### config.mk
export PLATFORM = sky130hd
export DESIGN_NAME = signed_int_to_decimal_ascii_core
export DESIGN_NICKNAME = d
export VERILOG_FILES = /design/src/rtl/core/sitda_pkg.sv /design/src/rtl/core/sitda_front.sv /design/src/rtl/core/sitda_back.sv /design/src/rtl/core/signed_int_to_decimal_ascii_core.sv
export VERILOG_INCLUDE_DIRS = /design/src /design/src/rtl/core
export SDC_FILE = /design/constraint.sdc
export NUM_CORES = 1
export LEC_CHECK = 0
export BUFFER_PORTS_ARGS = -buffer_cell sky130_fd_sc_hd__clkbuf_2
export CAP_MARGIN = 15
export CORE_ASPECT_RATIO = 1.1
export CORE_MARGIN = 1.5
export CORE_UTILIZATION = 35
export DETAILED_ROUTE_END_ITERATION = 8
export GPL_TIMING_DRIVEN = 0
export PLACE_DENSITY = 0.56
export SYNTH_ARGS = -nofsm -noshare
export SYNTH_HDL_FRONTEND = slang
export SYNTH_SLANG_ARGS = --single-unit
### constraint.sdc
create_clock -name clk -period 19.2 [get_ports clk]
set_input_delay 2.88 -clock clk [delete_from_list [all_inputs] [get_ports clk]]
set_output_delay 2.88 -clock clk [all_outputs]
set_load 0.02 [all_outputs]
### src/rtl/core/assert_macros.svh
// assertion macros shared by the rtl modules
`ifndef ASSERT_MACROS_SVH
`define ASSERT_MACROS_SVH

// condition holds at every clock edge outside reset
`define CHECK_ALWAYS(label, cond, msg) \
	label: assert property (@(posedge clk) disable iff (!arst_n) (cond)) else $error(msg);

// consequent holds in the same cycle as the antecedent
`define CHECK_SAME(label, ante, cons, msg) \
	label: assert property (@(posedge clk) disable iff (!arst_n) (ante) |-> (cons)) \
		else $error(msg);

// consequent holds in the cycle after the antecedent
`define CHECK_NEXT(label, ante, cons, msg) \
	label: assert property (@(posedge clk) disable iff (!arst_n) (ante) |=> (cons)) \
		else $error(msg);

`endif

### src/rtl/core/sitda_pkg.sv
// package with types and constants of the decimal text converter
package sitda_pkg;

	localparam int unsigned IN_W = 64;
	localparam int unsigned CHAR_W = 8;
	localparam int unsigned DIGIT_W = 4;

	// log10(2) as a ratio, for the digit count of a magnitude width
	localparam int unsigned LOG10_2_NUM = 30103;
	localparam int unsigned LOG10_2_DEN = 100000;

	localparam logic [CHAR_W-1:0] CHAR_ZERO = 8'h30;
	localparam logic [CHAR_W-1:0] CHAR_MINUS = 8'h2D;

	typedef enum logic [2:0] {
		ST_IDLE,
		ST_CONV,
		ST_TRIM,
		ST_SIGN,
		ST_EMIT
	} back_state_t;

endpackage

### src/rtl/core/sitda_front.sv
// front part: takes integers, splits sign and magnitude, queues them
module sitda_front #(
	parameter int unsigned VALUE_WIDTH = 64
) (
	input  logic                         clk,
	input  logic                         arst_n,
	input  logic                         push,
	output logic                         full,
	input  logic [sitda_pkg::IN_W-1:0]   value,
	output logic                         job_valid,
	input  logic                         job_ready,
	output logic                         job_neg,
	output logic [VALUE_WIDTH-1:0]       job_mag
);

	logic [VALUE_WIDTH-1:0] v;
	logic                   neg;
	logic [VALUE_WIDTH-1:0] mag;
	logic                   push_acc;
	logic                   job_take;

	logic                   neg_mem_q [2];
	logic [VALUE_WIDTH-1:0] mag_mem_q [2];
	logic                   wr_ptr_q;
	logic                   rd_ptr_q;
	logic [1:0]             count_q;

	assign v = value[VALUE_WIDTH-1:0];
	assign neg = v[VALUE_WIDTH-1];
	assign mag = neg ? (~v + {{(VALUE_WIDTH-1){1'b0}}, 1'b1}) : v;

	assign full = (count_q == 2'd2);
	assign job_valid = (count_q != 2'd0);
	assign push_acc = push && !full;
	assign job_take = job_valid && job_ready;

	assign job_neg = neg_mem_q[rd_ptr_q];
	assign job_mag = mag_mem_q[rd_ptr_q];

	always_ff @(posedge clk) begin
		if (push_acc) begin
			neg_mem_q[wr_ptr_q] <= neg;
			mag_mem_q[wr_ptr_q] <= mag;
		end
	end

	always_ff @(posedge clk or negedge arst_n) begin
		if (!arst_n) begin
			wr_ptr_q <= 1'b0;
			rd_ptr_q <= 1'b0;
			count_q <= 2'd0;
		end else begin
			if (push_acc) begin
				wr_ptr_q <= !wr_ptr_q;
			end
			if (job_take) begin
				rd_ptr_q <= !rd_ptr_q;
			end
			case ({push_acc, job_take})
				2'b10: count_q <= count_q + 2'd1;
				2'b01: count_q <= count_q - 2'd1;
				default: count_q <= count_q;
			endcase
		end
	end

	`include "assert_macros.svh"

	`CHECK_ALWAYS(a_count_range, count_q != 2'd3, "queue count out of range")
	`CHECK_NEXT(a_pop_only, job_take && !push_acc && count_q == 2'd1, count_q == 2'd0, "queue count not drained")

endmodule

### src/rtl/core/sitda_back.sv
// back part: serial shift-add-3 conversion and character emission
module sitda_back #(
	parameter int unsigned VALUE_WIDTH = 64,
	parameter int unsigned NUM_DIGITS = 19
) (
	input  logic                                clk,
	input  logic                                arst_n,
	input  logic                                job_valid,
	output logic                                job_ready,
	input  logic                                job_neg,
	input  logic [VALUE_WIDTH-1:0]              job_mag,
	output logic                                empty,
	input  logic                                pop,
	output logic [sitda_pkg::CHAR_W-1:0]        text_char,
	output logic                                last
);

	localparam int unsigned DW = sitda_pkg::DIGIT_W;
	localparam int unsigned BCD_W = DW * NUM_DIGITS;
	localparam int unsigned CNT_W = (VALUE_WIDTH > 1) ? $clog2(VALUE_WIDTH) : 1;
	localparam int unsigned NDIG_W = $clog2(NUM_DIGITS + 1);

	sitda_pkg::back_state_t state_q, state_d;

	logic [BCD_W-1:0]             bcd_q;
	logic [BCD_W-1:0]             bcd_adj;
	logic [VALUE_WIDTH-1:0]       mag_q;
	logic                         neg_q;
	logic [CNT_W-1:0]             cnt_q;
	logic [NDIG_W-1:0]            ndig_q;
	logic [DW-1:0]                top_digit;
	logic                         conv_done;
	logic                         trim_more;
	logic                         slot_free;
	logic                         out_load;
	logic [sitda_pkg::CHAR_W-1:0] out_char_d;
	logic                         out_last_d;
	logic                         out_valid_q;
	logic [sitda_pkg::CHAR_W-1:0] out_char_q;
	logic                         out_last_q;

	// add three to every digit of five or more before the shift
	always_comb begin
		for (int i = 0; i < NUM_DIGITS; i++) begin
			bcd_adj[i*DW +: DW] = (bcd_q[i*DW +: DW] >= 4'd5) ?
				bcd_q[i*DW +: DW] + 4'd3 : bcd_q[i*DW +: DW];
		end
	end

	assign top_digit = bcd_q[BCD_W-1 -: DW];
	assign conv_done = (cnt_q == CNT_W'(VALUE_WIDTH - 1));
	assign trim_more = (top_digit == '0) && (ndig_q > NDIG_W'(1));
	assign slot_free = !out_valid_q || pop;

	always_comb begin
		state_d = state_q;
		case (state_q)
			sitda_pkg::ST_IDLE: begin
				if (job_valid) begin
					state_d = sitda_pkg::ST_CONV;
				end
			end
			sitda_pkg::ST_CONV: begin
				if (conv_done) begin
					state_d = sitda_pkg::ST_TRIM;
				end
			end
			sitda_pkg::ST_TRIM: begin
				if (!trim_more) begin
					state_d = neg_q ? sitda_pkg::ST_SIGN : sitda_pkg::ST_EMIT;
				end
			end
			sitda_pkg::ST_SIGN: begin
				if (slot_free) begin
					state_d = sitda_pkg::ST_EMIT;
				end
			end
			sitda_pkg::ST_EMIT: begin
				if (slot_free && ndig_q == NDIG_W'(1)) begin
					state_d = sitda_pkg::ST_IDLE;
				end
			end
			default: state_d = sitda_pkg::ST_IDLE;
		endcase
	end

	always_comb begin
		job_ready = 1'b0;
		out_load = 1'b0;
		out_char_d = sitda_pkg::CHAR_ZERO + {{(sitda_pkg::CHAR_W-DW){1'b0}}, top_digit};
		out_last_d = (ndig_q == NDIG_W'(1));
		case (state_q)
			sitda_pkg::ST_IDLE: job_ready = 1'b1;
			sitda_pkg::ST_SIGN: begin
				out_load = slot_free;
				out_char_d = sitda_pkg::CHAR_MINUS;
				out_last_d = 1'b0;
			end
			sitda_pkg::ST_EMIT: out_load = slot_free;
			default: out_load = 1'b0;
		endcase
	end

	always_ff @(posedge clk) begin
		case (state_q)
			sitda_pkg::ST_IDLE: begin
				bcd_q <= '0;
				mag_q <= job_mag;
				neg_q <= job_neg;
			end
			sitda_pkg::ST_CONV: begin
				bcd_q <= {bcd_adj[BCD_W-2:0], mag_q[VALUE_WIDTH-1]};
				mag_q <= mag_q << 1;
			end
			sitda_pkg::ST_TRIM: begin
				if (trim_more) begin
					bcd_q <= bcd_q << DW;
				end
			end
			sitda_pkg::ST_EMIT: begin
				if (out_load) begin
					bcd_q <= bcd_q << DW;
				end
			end
			default: bcd_q <= bcd_q;
		endcase
		if (out_load) begin
			out_char_q <= out_char_d;
			out_last_q <= out_last_d;
		end
	end

	always_ff @(posedge clk or negedge arst_n) begin
		if (!arst_n) begin
			state_q <= sitda_pkg::ST_IDLE;
			cnt_q <= '0;
			ndig_q <= '0;
			out_valid_q <= 1'b0;
		end else begin
			state_q <= state_d;
			case (state_q)
				sitda_pkg::ST_IDLE: begin
					cnt_q <= '0;
					ndig_q <= NDIG_W'(NUM_DIGITS);
				end
				sitda_pkg::ST_CONV: cnt_q <= cnt_q + CNT_W'(1);
				sitda_pkg::ST_TRIM: begin
					if (trim_more) begin
						ndig_q <= ndig_q - NDIG_W'(1);
					end
				end
				sitda_pkg::ST_EMIT: begin
					if (out_load) begin
						ndig_q <= ndig_q - NDIG_W'(1);
					end
				end
				default: cnt_q <= cnt_q;
			endcase
			if (out_load) begin
				out_valid_q <= 1'b1;
			end else if (pop) begin
				out_valid_q <= 1'b0;
			end
		end
	end

	assign empty = !out_valid_q;
	assign text_char = out_char_q;
	assign last = out_last_q;

	`include "assert_macros.svh"

	`CHECK_SAME(a_emit_has_digit, state_q == sitda_pkg::ST_EMIT, ndig_q != '0, "no digit left to emit")
	`CHECK_NEXT(a_last_ends_item, out_load && out_last_d, state_q == sitda_pkg::ST_IDLE, "item not finished after last character")

endmodule

### src/rtl/core/signed_int_to_decimal_ascii_core.sv
// top level: signed integer to decimal ascii text, one character per transaction
// an item is taken from the queue in the cycle after it is pushed, when the back part is idle
// per item: a take, a shift-add-3 pass over the magnitude bits, a trim of the leading zero
// digits, a minus character for a negative value, then the digit characters
// the serial shift-add-3 loop and the one-character output register set the rate
// reset empties the two-entry queue and clears the state machine and the output valid flag
module signed_int_to_decimal_ascii_core #(
	parameter int unsigned VALUE_WIDTH = 64
) (
	input  logic                              clk,
	input  logic                              arst_n,
	input  logic                              push,
	output logic                              full,
	input  logic [sitda_pkg::IN_W-1:0]        value,
	output logic                              empty,
	input  logic                              pop,
	output logic [sitda_pkg::CHAR_W-1:0]      text_char,
	output logic                              last
);

	localparam int unsigned NUM_DIGITS =
		((VALUE_WIDTH - 1) * sitda_pkg::LOG10_2_NUM) / sitda_pkg::LOG10_2_DEN + 1;

	logic                   job_valid;
	logic                   job_ready;
	logic                   job_neg;
	logic [VALUE_WIDTH-1:0] job_mag;

	sitda_front #(
		.VALUE_WIDTH(VALUE_WIDTH)
	) u_front (
		.clk(clk),
		.arst_n(arst_n),
		.push(push),
		.full(full),
		.value(value),
		.job_valid(job_valid),
		.job_ready(job_ready),
		.job_neg(job_neg),
		.job_mag(job_mag)
	);

	sitda_back #(
		.VALUE_WIDTH(VALUE_WIDTH),
		.NUM_DIGITS(NUM_DIGITS)
	) u_back (
		.clk(clk),
		.arst_n(arst_n),
		.job_valid(job_valid),
		.job_ready(job_ready),
		.job_neg(job_neg),
		.job_mag(job_mag),
		.empty(empty),
		.pop(pop),
		.text_char(text_char),
		.last(last)
	);

endmodule
=== Yosys cells after proc, flatten, opt, wreduce, memory -nomap -nowiden ===
Memories as Yosys holds them, arrays and structs flattened. A register that Yosys moved wholly into a read port is not among the register bits.
Index checks and enable logic that the tools add are counted.

* Bits of input ports: 68
* Output and inout bits: 11
* ROM bits: 0
* Bits in registers: 168
* Latch bits: 0
* Memories kept: 2
* Logic and storage cells: 138
* Memory bits (writable): 130

{| class="wikitable"
|+ Memories
! name !! words !! width !! read ports !! clocked after memory_dff !! wr ports !! RTL line !! RTL
|-
| u_front.mag_mem_q || 2 || 64 || 1 || 0 || 1 || sitda_front.sv:23 || <nowiki>logic [VALUE_WIDTH-1:0] mag_mem_q [2];</nowiki>
|-
| u_front.neg_mem_q || 2 || 1 || 1 || 1 || 1 || sitda_front.sv:22 || <nowiki>logic neg_mem_q [2];</nowiki>
|}

* Multiply operators: 0
* Shift-type cells: 0
* Mux-type cells: 42
* Reduce and logical (&&, ||, !) cells: 21
* Div/mod/pow operators: 0
* $add $sub $neg: 25
* Eq/ne operators: 16
* Order comparisons: 20
* Bitwise gates (word level): 1

{| class="wikitable"
|+ Operator list
! operator !! count
|-
| $pmux 76 s4 || 1
|-
| $mux 76 || 2
|-
| $pmux 64 s2 || 1
|-
| $ge 4x3->1 const B || 19
|-
| $add 4x2->4 const B || 18
|-
| $mux 4 || 18
|-
| $add 64x1->64 const B || 1
|-
| $mux 64 || 1
|-
| $not 64->64 || 1
|-
| $mux 3 || 7
|-
| $pmux 3 s5 || 1
|-
| $pmux 5 s3 || 1
|-
| $pmux 6 s2 || 1
|-
| $mux 5 || 2
|-
| $ne 2x1->1 const B || 5
|-
| $reduce_bool 2->1 || 4
|-
| $add 6x4->7 const A || 1
|-
| $add 6x1->6 const B || 1
|-
| $eq 3x2->1 const B || 2
|-
| $eq 6x6->1 const B || 1
|-
| $mux 1 || 6
|-
| $reduce_and 3->1 || 2
|-
| $eq 5x1->1 const B || 1
|-
| $gt 5x1->1 const B || 1
|-
| other kinds (19) || 27
|}

=== Depth between registers and ports, before layout ===
Gate-level depths: netlist of the first run.

* Depth in word-level cells: 5
* Mapped depth: 10
* Mapped depth without buffers: 7

=== Cells and area by module ===
From an unflattened synthesis of the first run, not the netlist that was laid out.

* Cell total of the unflattened synthesis: 1317
* Area total of the unflattened synthesis: 15164.5 µm²

{| class="wikitable"
|+ Modules (own cells, without submodules)
! module !! area an instance (µm²) !! cells each !! instances !! seq. area each (µm²)
|-
| sitda_back || 8702.1 || 883 || 1 || 4789.6
|-
| sitda_front || 6462.4 || 434 || 1 || 4003.8
|}

=== Worst setup path after synthesis of the first run ===
Ideal clock, no wire load.

* Kind: in2reg
* From: in pop
* To: reg u_back.bcd_q[0], enable pin
* Path buffers: 0
* Library setup time: 0.616 ns
* Path slack: 9.988 ns
* Stages: 4
* Arrival time: 8.596 ns
* Required time: 18.584 ns
* Cells stage by stage: nor2b_1 a21oi_1 a21oi_1 o21ai_0

* Longest elaborated chain between the ends: 4

{| class="wikitable"
|+ Ends and longest elaborated chain
! item !! RTL line !! RTL
|-
| start: declaration || signed_int_to_decimal_ascii_core.sv:16 || <nowiki>input logic pop,</nowiki>
|-
| $logic_or 1x1->1 || sitda_back.sv:53 || <nowiki>assign slot_free = !out_valid_q || pop;</nowiki>
|-
| $mux 1 || sitda_back.sv:92 || <nowiki>case (state_q)</nowiki>
|-
| $ne 2x1->1 (no line) || n/a ||
|-
| $reduce_and 3->1 (no line) || n/a ||
|-
| end signal: assignment || sitda_back.sv:112 || <nowiki>bcd_q <= {bcd_adj[BCD_W-2:0], mag_q[VALUE_WIDTH-1]};</nowiki>
|-
| end signal: assignment || sitda_back.sv:117 || <nowiki>bcd_q <= bcd_q << DW;</nowiki>
|-
| end signal: assignment || sitda_back.sv:122 || <nowiki>bcd_q <= bcd_q << DW;</nowiki>
|-
| end: declaration || sitda_back.sv:25 || <nowiki>logic [BCD_W-1:0] bcd_q;</nowiki>
|}

Every way passes these cells.
A chain may end at the register's enable or synchronous reset.

=== Worst setup path after layout of the first run ===
* From: in value[0] (netlist bit)
* To: mem u_front.mag_mem_q[0][52], data pin

* Longest elaborated chain between the ends: 3

{| class="wikitable"
|+ Ends and longest elaborated chain
! item !! RTL line !! RTL
|-
| start: declaration || signed_int_to_decimal_ascii_core.sv:14 || <nowiki>input logic [sitda_pkg::IN_W-1:0] value,</nowiki>
|-
| $not 64->64 || sitda_front.sv:30 || <nowiki>assign mag = neg ? (~v + {{(VALUE_WIDTH-1){1'b0}}, 1'b1}) : v;</nowiki>
|-
| $add 64x1->64 || sitda_front.sv:30 ||
|-
| $mux 64 || sitda_front.sv:30 ||
|-
| net u_front.mag[52] || sitda_front.sv:18 || <nowiki>logic [VALUE_WIDTH-1:0] mag;</nowiki>
|-
| end: declaration || sitda_front.sv:23 ||
|}

The timed path passes the listed nets, and every way through them passes these cells.

==> reports/metrics.csv, run 1 <==
stage,metric,value,unit
setup_path,CP endpoint kind,flip-flop,
clock_network,post-cts resize count,0,
cells_and_area,FILL cells,3932,
floorplan,area of the core,41480,sq um
power_and_ir_drop,PD cells,158.8,nW/um^2
timing,Final Cycle Share,26.15,%
placed_design,PortBufs,75,
run,MaxCap Viol Count,0,
routing,drt pass-1 iters,4,
routing,drc violations,0,
logic_synthesis,leading area contributor after synthesis,edfxtp_1,
timing,Setup Skew,0.02330,ns
clock_network,CTS Hold Bufs,0,
timing,Fin Setup TNS,0,ns
timing,slew margin rel.,40.05,%
setup_path,Crit-path slowest cell,o41ai_1,
setup_path,startpoint types,primary input,
timing,fmax,199.2,MHz
status,status,completed,
routing,initial DRC count,528,
global_routing,antenna violations before repair,3,
clock_network,clock buffer count from CTS,31,
timing,Worst Max-Slew Pin Slew,0.8993,ns
global_routing,Tot GR Track Use,15.14,%
cells_and_area,Finished Layout Cells,1968,
cells_and_area,antenna fix cells,0,
global_routing,GR Overflow Total,0,
routing,antenna-violating nets left,0,
floorplan,IO Count,79,
placed_design,DPL Wire Length,22400,um
setup_path,"Largest stage delay, worst path",0.55,ns
cells_and_area,final instance area,17160,sq um
hold_path,Min-Delay Path Class,reg2reg,
logic_synthesis,Synth area leaders,"edfxtp_1, mux2i_1, xnor2_1, a21oi_1, o21ai_0",
power_and_ir_drop,P_leak,6.173,nW
floorplan,Die Wd,199.2,um
clock_network,clock latency on the worst-skew pair,0.57,ns
logic_synthesis,Netlist Area Pre-Place,14820,sq um
cells_and_area,Layout area overhead,15.74,%
logic_synthesis,Synth top area share,56.11,%
cells_and_area,utilization after layout,41.37,%
clock_network,Clock transition at path regs,0.06,ns
timing,fin. max-slew vios,0,
clock_network,Max Root-Sink Buffers,3,
logic_synthesis,Seq cells post-synth,296,
cells_and_area,share of layout cells above drive strength 1,12.22,%
setup_path,Crit Path Max Fanout,7,
floorplan,die area,43600,sq um
clock_network,CTS tree,built,
logic_synthesis,Yosys warning count,0,
timing,RSZ-0062 raised after global routing,false,
logic_synthesis,most common cell in the netlist,edfxtp_1,
clock_network,clock sink total,296,
floorplan,Starting Density,35.74,%
routing,final WL,32330,um
routing,via count,9911,
timing,min Tclk post-route,5.021,ns
placed_design,placed cell area,16080,sq um
setup_path,Crit Path Class,in2reg,
timing,setup violators final,0,
placed_design,GP Congestion,0.8397,
clock_network,# Post-CTS Setup Buffers,0,
timing,Fin. Hold Viols,0,
setup_path,CP required,19.49,ns
power_and_ir_drop,Peak supply drop,0.08394,mV
logic_synthesis,Synth cell types,58,
timing,hold_ws,0.5093,ns
setup_path,worst-path cell chain,"clkbuf_2, inv_1, ha_1, or3b_2, nor4_4, nand4_2, o41ai_1, xnor2_1",
clock_network,CTS root buf,clkbuf_16,
floorplan,chip height,218.9,um
logic_synthesis,"EDFF count, synth",277,
logic_synthesis,sequential area share after synthesis,59.32,%
clock_network,H-tree Lvls,1,
floorplan,std cell rows,78,
cells_and_area,Nets,1494,
routing,drt wl/cell,16.43,um
logic_synthesis,Avg Inst Size Synth,11.70,sq um
global_routing,pin count of the biggest net entering global routing,71,
logic_synthesis,fraction of registers with async set/reset,6.419,%
global_routing,number of global-route vias before repair,9820,
setup_path,Worst Path Arrival,5.31,ns
placed_design,# placed instances,1910,
logic_synthesis,Commonest cells post-synth,"edfxtp_1, a21oi_1, o21ai_0",
logic_synthesis,Main synth FF type,edfxtp_1,
logic_synthesis,Cells after Synth,1267,
routing,Vias/cell,5.036,
global_routing,global-route wire length before repair,52160,um
[power by group]
part           leakage [nW]  internal [mW]  switching [mW]
registers              2.98           1.05           0.124
clock network         0.507          0.377           0.256
logic                  2.69          0.330           0.589
[worst paths after layout]
path	slack, ns	depth (start not counted)	endpoint	from
max	14.18	8	u_front.mag_mem_q[0][52]	value[0]
min	0.51	1	u_front.count_q[1]	u_front.count_q[1]
max reg2reg	15.82	9	u_back.bcd_q[15]	u_back.state_q[1]
min reg2reg	0.51	1	u_front.count_q[1]	u_front.count_q[1]
max in group asynchronous	16.60	1	u_back.cnt_q[1]	arst_n
min in group asynchronous	2.26	1	u_front.count_q[1]	arst_n
[layout by cell type, fill, tap and decap left out, types with 34 or more instances in the layout]
cell type,count
edfxtp_1,277
a21oi_1,125
o21ai_0,111
nor2_1,105
nand2_1,103
xnor2_1,75
clkbuf_2,75
mux2i_1,68
inv_1,51
ha_1,43
clkbuf_1,34
[worst max-delay path, delay by kind of cell]
family	cells	cell delay [ns]
and+or+nand+nor	3	1.34
buffers and inverters	2	0.23
adders and majority gates	1	0.15
AOI/OAI and AO/OA	1	0.55
xor gates and xnor gates	1	0.16
[cell families after synthesis]
| logic type | count (synthesis) | synth area share [%] |
|---|---|---|
| AO/OA/AOI/OAI | 311 | 11.96 |
| buffers and inverters | 107 | 2.946 |
| flip-flops | 296 | 59.32 |
| AND/OR/NAND/NOR | 346 | 11.93 |
| multiplexers | 69 | 4.667 |
| XOR/XNOR | 93 | 5.495 |
| other | 2 | 0.05066 |
| adder cells (fa/ha/maj) | 43 | 3.629 |
[final cells by class]
cell class | instances | area, sq um | share of cell area (%)
Sequential cell | 296 | 8793 | 51.25
Multi-Input combinational cell | 865 | 5622 | 32.76
Clock buffer | 33 | 783.3 | 4.565
Tap cell | 560 | 700.7 | 4.084
Timing Repair Buffer | 82 | 521.8 | 3.041
Clock inverter | 25 | 297.8 | 1.736
Buffer | 54 | 237.7 | 1.386
Inverter | 53 | 201.4 | 1.174
[through the flow]
| step | total power [mW] | setup WS [ns] |
|---|---|---|
| 2_1_floorplan | 1.824 | 9.988 |
| 3_3_place_gp | 2.104 | 6.863 |
| 3_5_place_dp | 2.122 | 13.61 |
| 4_1_cts | 2.764 | 14.20 |
| 5_1_grt | 2.917 | 14.11 |
| 6_report | 2.725 | 14.18 |
[state kept, by name, summed over array words and instances (netlist names)]
| name | cells |
|---|---|
| u_back.bcd_q | 76 |
| u_back.cnt_q | 6 |
| u_back.last | 1 |
| u_back.mag_q | 64 |
| u_back.ndig_q | 5 |
| u_back.neg_q | 1 |
| u_back.out_valid_q | 1 |
| u_back.state_q | 3 |
| u_back.text_char | 5 |
| u_front.count_q | 2 |
| u_front.mag_mem_q | 128 |
| u_front.neg_mem_q | 2 |
| u_front.rd_ptr_q | 1 |
| u_front.wr_ptr_q | 1 |
[layer usage]
metal / vias up / wire length (um) / global-route usage, %
li1: 4915 / - / -
met1: 4772 / 14300 / 19.45
met2: 169 / 15940 / 26.32
met3: 49 / 1329 / 2.382
met4: 6 / 717 / 4.242
met5: - / 37 / 0
No activity file was read; power rests on OpenSTA's default activity.
==> run 2: changes to the inputs <==
--- a/config.mk
+++ b/config.mk
@@ -13,7 +13,7 @@
 export CORE_UTILIZATION = 35
 export DETAILED_ROUTE_END_ITERATION = 8
 export GPL_TIMING_DRIVEN = 0
-export PLACE_DENSITY = 0.56
+export PLACE_DENSITY = 0.57
 export SYNTH_ARGS = -nofsm -noshare
 export SYNTH_HDL_FRONTEND = slang
 export SYNTH_SLANG_ARGS = --single-unit
==> constraint.sdc (replaced) <==
create_clock -name clk -period 4.25 [get_ports clk]
set_input_delay 0.6375 -clock clk [delete_from_list [all_inputs] [get_ports clk]]
set_output_delay 0.6375 -clock clk [all_outputs]
set_load 0.02 [all_outputs]
==> run 2 against run 1 <==
Against the previous run:
- first-iteration DRC count rose by 18%
- via count rose by 0.19%
- worst hold slack got worse by 0.48 ns
- critical path type is now reg2reg
==> reports/metrics.csv, run 2 (synthesized netlist as in run 1, its figures left out) <==
stage,metric,value,unit,change
cells_and_area,Nets,1494,,unchanged
setup_path,worst r2r src,u_back.state_q[1],,
routing,drt wl/cell,16.48,um,+0.32%
setup_path,startpoint types,flip-flop,,
run,MaxCap Viol Count,0,,unchanged
clock_network,CTS root buf,clkbuf_16,,
cells_and_area,most frequent cells in the layout,"edfxtp_1, a21oi_1, o21ai_0",,
clock_network,post-cts resize count,0,,unchanged
timing,hold_ws,0.02665,ns,-0.4826 ns
timing,PnR worst setup slack,0.8764,ns,-13.30 ns
routing,antenna-violating nets left,0,,unchanged
floorplan,Die Wd,199.2,um,unchanged
setup_path,RR Endpoint,u_back.bcd_q[21],,
setup_path,CP endpoint kind,flip-flop,,
global_routing,number of global-route vias before repair,9917,,+0.99%
routing,via count,9930,,+0.19%
placed_design,DP Worst Slack,0.7373,ns,-12.87 ns
routing,final WL,32430,um,+0.32%
placed_design,PortBufs,75,,unchanged
power_and_ir_drop,Tot Pwr,12.15,mW,+350%
cells_and_area,final instance area,17080,sq um,-0.47%
placed_design,placed cell area,16080,sq um,unchanged
cells_and_area,share of layout cells above drive strength 1,11.66,%,-0.56 points
clock_network,CTS Hold Bufs,0,,unchanged
timing,setup violators final,0,,unchanged
floorplan,chip height,218.9,um,unchanged
global_routing,Tot GR Track Use,15.15,%,about the same
global_routing,GR Overflow Total,0,,unchanged
clock_network,Max Root-Sink Buffers,3,,unchanged
floorplan,Starting Density,35.74,%,unchanged
clock_network,# Post-CTS Setup Buffers,0,,unchanged
clock_network,Clock transition at path regs,0.07,ns,about the same
placed_design,GP Congestion,0.8399,,about the same
timing,slew margin rel.,40.74,%,+0.69 points
power_and_ir_drop,PD cells,711.3,nW/um^2,+350%
cells_and_area,"most common cell after layout, fill and taps aside",edfxtp_1,,
placed_design,# placed instances,1910,,unchanged
setup_path,Crit Path Max Fanout,70,,+63
routing,drt pass-1 iters,5,,+1
routing,drc violations,0,,unchanged
setup_path,reg2reg path depth,9,,unchanged
setup_path,Crit Path Class,reg2reg,,
placed_design,DPL Wire Length,22560,um,+0.74%
setup_path,CP required,4.53,ns,-14.96 ns
timing,fin. max-slew vios,0,,unchanged
cells_and_area,max reg flops,128,,unchanged
cells_and_area,Largest Register,u_front.mag_mem_q,,
clock_network,CTS tree,built,,
global_routing,pin count of the biggest net entering global routing,71,,unchanged
global_routing,global-route wire length before repair,52490,um,+0.62%
setup_path,CP endpoint,u_back.bcd_q[21],,
setup_path,FF-to-FF setup slack,0.88,ns,-14.94 ns
timing,Final Cycle Share,79.38,%,
cells_and_area,Top Registers,"u_front.mag_mem_q: 128 flops, u_back.bcd_q: 76 flops, u_back.mag_q: 64 flops",,
hold_path,Min-Delay Path Class,in2async,,
timing,Worst Max-Slew Pin Slew,0.8890,ns,-0.01033 ns
clock_network,clock latency on the worst-skew pair,0.57,ns,about the same
timing,Fin. Hold Viols,0,,unchanged
floorplan,die area,43600,sq um,unchanged
floorplan,std cell rows,78,,unchanged
timing,min Tclk post-route,3.374,ns,
status,status,completed,,
cells_and_area,FILL cells,3961,,+0.74%
clock_network,H-tree Lvls,1,,unchanged
setup_path,Worst Path Arrival,3.65,ns,-1.66 ns
cells_and_area,Layout area overhead,15.19,%,
routing,Vias/cell,5.046,,+0.19%
cells_and_area,Finished Layout Cells,1968,,unchanged
floorplan,IO Count,79,,unchanged
clock_network,clock sink total,296,,unchanged
setup_path,Critical path origin,u_back.state_q[1],,
power_and_ir_drop,P_leak,6.151,nW,-0.36%
clock_network,clock buffer count from CTS,31,,unchanged
global_routing,antenna violations before repair,3,,unchanged
timing,fmax,296.4,MHz,
routing,initial DRC count,625,,+18%
timing,RSZ-0062 raised after global routing,false,,
floorplan,area of the core,41480,sq um,unchanged
timing,Setup Skew,0.02123,ns,-0.002070 ns
power_and_ir_drop,Peak supply drop,0.3567,mV,+320%
[run 2: worst min path at each step]
| stage | endpoint | slack (ns) | depth (start not counted) |
|---|---|---|---|
| 2_1_floorplan | u_back.cnt_q[0] | 0.34 | 0 |
| 3_5_place_dp | u_front.count_q[1] | 0.50 | 1 |
| 3_3_place_gp | u_front.wr_ptr_q | 0.48 | 1 |
| 5_1_grt | u_front.count_q[0] | 0.04 | 1 |
| 6_report | u_back.cnt_q[4] | 0.03 | 1 |
| 4_1_cts | u_back.ndig_q[4] | 0.009 | 1 |
[run 2: layout make-up]
| class | count | area [sq um] | share of cell area [%] |
|---|---|---|---|
| Clock inverter | 25 | 217.7 | 1.275 |
| Buffer | 54 | 237.7 | 1.392 |
| Inverter | 53 | 201.4 | 1.180 |
| Sequential cell | 296 | 8793 | 51.49 |
| Timing Repair Buffer | 82 | 521.8 | 3.055 |
| Multi-Input combinational cell | 865 | 5622 | 32.92 |
| Tap cell | 560 | 700.7 | 4.103 |
| Clock buffer | 32 | 779.5 | 4.565 |
| Antenna cell | 1 | 2.502 | 0.01465 |
[run 2: where the power goes]
part           total, mW  leakage, nW  internal (mW)  switching [mW]
combinational       4.18         2.69           1.50            2.68
clock               2.67        0.484           1.56            1.11
sequential          5.30         2.98           4.74           0.560
total               12.1         6.15           7.79            4.35
[run 2: worst max-delay path, stage by stage (launching register included)]
cell and delay [ns]:
dfrtp_1 0.32, clkbuf_1 0.27, inv_1 0.12, nand2_1 0.32
inv_4 0.38, nand2_1 0.28, buf_2 0.31, buf_2 0.38
clkbuf_1 0.49, o21ai_0 0.19
[run 2: metal layers]
layer,global-route usage (%),wire (um),vias up
met1,19.36,14360,4798
met4,3.586,582,4
met3,2.367,1433,49
met5,0,26,-
met2,26.75,16030,193
li1,-,-,4886
[run 2: metrics by stage]
stage / utilization (%) / TNS, ns
after floorplan: - / 0
final: 41.17 / 0
after CTS: 41.16 / 0
after global routing: 41.16 / 0
after global placement: 38.35 / -223.62
after detailed placement: 38.76 / 0
==> run 3: changes to the inputs <==
--- a/config.mk
+++ b/config.mk
@@ -13,7 +13,7 @@
 export CORE_UTILIZATION = 35
 export DETAILED_ROUTE_END_ITERATION = 8
 export GPL_TIMING_DRIVEN = 0
-export PLACE_DENSITY = 0.57
+export PLACE_DENSITY = 0.56
 export SYNTH_ARGS = -nofsm -noshare
 export SYNTH_HDL_FRONTEND = slang
 export SYNTH_SLANG_ARGS = --single-unit
==> constraint.sdc (replaced) <==
create_clock -name clk -period 3.4 [get_ports clk]
set_input_delay 0.51 -clock clk [delete_from_list [all_inputs] [get_ports clk]]
set_output_delay 0.51 -clock clk [all_outputs]
set_load 0.02 [all_outputs]
==> run 3 against run 2 <==
Against the previous run:
- global-route usage up 0.32 points
- first-iteration DRC count down 13%
- count of clock-buffer cells in the layout up 19
- sequential cell count unchanged
- worst hold slack better by 0.17 ns
- non-clock buffer count up 1
- fmax up 5.9%
- total power up 26%
- combinational power up 26%
- final cell count up 0.10%
- critical path type unchanged
- highest routed layer unchanged
==> reports/metrics.csv, run 3 (synthesized netlist as in run 1, its figures left out) <==
stage,metric,value,unit,change
setup_path,CP endpoint kind,flip-flop,,
cells_and_area,share of layout cells above drive strength 1,12.06,%,+0.40 points
cells_and_area,utilization after layout,41.26,%,+0.087 points
hold_path,Min-Delay Path Class,in2reg,,
floorplan,std cell rows,78,,unchanged
routing,via count,10050,,+1.2%
timing,Fin Setup TNS,0,ns,unchanged
timing,Worst Max-Slew Pin Slew,0.8042,ns,-0.08471 ns
global_routing,antenna violations before repair,1,,-2
global_routing,GR Overflow Total,0,,unchanged
timing,RSZ-0062 raised after global routing,false,,
timing,min Tclk post-route,3.185,ns,-0.1888 ns
cells_and_area,Largest Register,u_front.mag_mem_q,,
clock_network,Max Root-Sink Buffers,3,,unchanged
routing,final WL,32970,um,+1.7%
setup_path,CP required,3.62,ns,-0.91 ns
setup_path,"Largest stage delay, worst path",0.73,ns,+0.24 ns
global_routing,Tot GR Track Use,15.47,%,+0.32 points
power_and_ir_drop,P_leak,6.184,nW,+0.54%
cells_and_area,Layout area overhead,15.44,%,
cells_and_area,Top Registers,"u_front.mag_mem_q: 128 flops, u_back.bcd_q: 76 flops, u_back.mag_q: 64 flops",,
placed_design,# placed instances,1910,,unchanged
global_routing,global-route wire length before repair,52850,um,+0.68%
clock_network,clock latency on the worst-skew pair,0.52,ns,-0.05 ns
routing,initial DRC count,543,,-13%
floorplan,area of the core,41480,sq um,unchanged
run,MaxCap Viol Count,0,,unchanged
cells_and_area,antenna fix cells,0,,-1
cells_and_area,"most common cell after layout, fill and taps aside",edfxtp_1,,
setup_path,startpoint types,flip-flop,,
global_routing,number of global-route vias before repair,9939,,+0.22%
placed_design,DPL Wire Length,22820,um,+1.1%
timing,slew margin rel.,46.38,%,+5.6 points
timing,PnR worst setup slack,0.2152,ns,-0.6612 ns
global_routing,pin count of the biggest net entering global routing,71,,unchanged
clock_network,CTS tree,built,,
routing,drt wl/cell,16.74,um,+1.6%
timing,fin. max-slew vios,0,,unchanged
clock_network,clock buffer count from CTS,34,,+9.7%
clock_network,Clock transition at path regs,0.06,ns,about the same
setup_path,Worst Path Arrival,3.40,ns,-0.25 ns
setup_path,FF-to-FF setup slack,0.22,ns,-0.66 ns
floorplan,chip height,218.9,um,unchanged
placed_design,GP Congestion,0.8260,,-1.7%
setup_path,worst-path cell chain,"inv_1, ha_1, o21bai_1, a2111oi_1, a21oi_1, o21ai_4, buf_16, buf_16",,
setup_path,Crit path max-delay family,compound AO/OA/AOI/OAI gates,,
placed_design,PortBufs,75,,unchanged
routing,drt pass-1 iters,5,,unchanged
routing,drc violations,0,,unchanged
cells_and_area,most frequent cells in the layout,"edfxtp_1, a21oi_1, o21ai_0",,
timing,Final Cycle Share,93.67,%,+14 points
setup_path,Crit Path Class,reg2reg,,
routing,Vias/cell,5.102,,+1.1%
power_and_ir_drop,Tot Pwr,15.26,mW,+26%
setup_path,CP dominant cell by count,buf_16,,
cells_and_area,Finished Layout Cells,1970,,+0.10%
cells_and_area,FILL cells,4023,,+1.6%
placed_design,DP Worst Slack,-0.03129,ns,-0.7686 ns
floorplan,Starting Density,35.74,%,unchanged
setup_path,Critical path buffers and inverters,3,,-3
cells_and_area,max reg flops,128,,unchanged
timing,Setup Skew,0.01989,ns,-0.001344 ns
setup_path,Crit-path slowest cell,a2111oi_1,,
setup_path,Crit Path Max Fanout,20,,-71%
power_and_ir_drop,PD cells,891.8,nW/um^2,+25%
timing,setup violators final,0,,unchanged
clock_network,# Post-CTS Setup Buffers,0,,unchanged
clock_network,H-tree Lvls,2,,+1
status,status,completed,,
clock_network,clock sink total,296,,unchanged
cells_and_area,Nets,1498,,+0.27%
cells_and_area,final instance area,17110,sq um,+0.21%
clock_network,CTS root buf,clkbuf_16,,
routing,antenna-violating nets left,0,,unchanged
floorplan,die area,43600,sq um,unchanged
floorplan,IO Count,79,,unchanged
power_and_ir_drop,Peak supply drop,0.4101,mV,+15%
timing,hold_ws,0.1962,ns,+0.1696 ns
floorplan,Die Wd,199.2,um,unchanged
timing,fmax,314.0,MHz,+5.9%
placed_design,placed cell area,16080,sq um,about the same
timing,Fin. Hold Viols,0,,unchanged
-- run 3: cell count changes in the layout (fill, tap and decap cells not counted), moves of 4 or more --
cell / previous run / this run
clkbuf_2: 75 / 82
clkbuf_1: 33 / 43
bufinv_16: 4 / 0
clkinv_1: 14 / 5
buf_1: 10 / 5
clkbuf_16: 31 / 35
-- run 3: worst paths after layout --
path,from,end,depth (start not counted)
worst max-delay path,u_back.ndig_q[1],u_back.bcd_q[14],8
worst min-delay path,value[63],u_front.neg_mem_q[1],1
worst max register to register,u_back.ndig_q[1],u_back.bcd_q[14],8
worst min register to register,u_front.count_q[1],u_front.count_q[1],1
max in group asynchronous,arst_n,u_back.state_q[2],2
min in group asynchronous,arst_n,u_back.cnt_q[5],2
-- run 3: area by class of cell --
cell class | count | area (sq um) | area share, %
Clock inverter | 8 | 53.80 | 0.3144
Sequential cell | 296 | 8793 | 51.39
Multi-Input combinational cell | 865 | 5622 | 32.85
Buffer | 54 | 247.7 | 1.448
Clock buffer | 51 | 955.9 | 5.586
Inverter | 53 | 203.9 | 1.192
Timing Repair Buffer | 83 | 535.5 | 3.129
Tap cell | 560 | 700.7 | 4.094
-- run 3: timing repair --
item                                    in CTS  in global routing
endpoints found under the setup margin       9                 74
pin swaps                                    0                  0
cloned                                       0                  0
hold endpoints to repair                    19                  0
resized for setup                            3                  7
hold buffers                                 1                  0
-- run 3: per-layer routing --
metal	share of wire (%)	global-route usage, %	wire [um]	up-vias
met3	4.5	2.674	1469	62
met4	2.8	5.455	910	2
met5	0.045	0	15	-
li1	-	-	-	4902
met2	49	26.68	16040	231
met1	44	19.46	14530	4853
-- run 3: where the power goes --
part	switching (mW)	leakage, nW	internal [mW]
Combinational	3.38	2.72	1.89
Sequential	0.703	2.98	5.92
Clock	1.43	0.491	1.95
Total	5.51	6.18	9.76
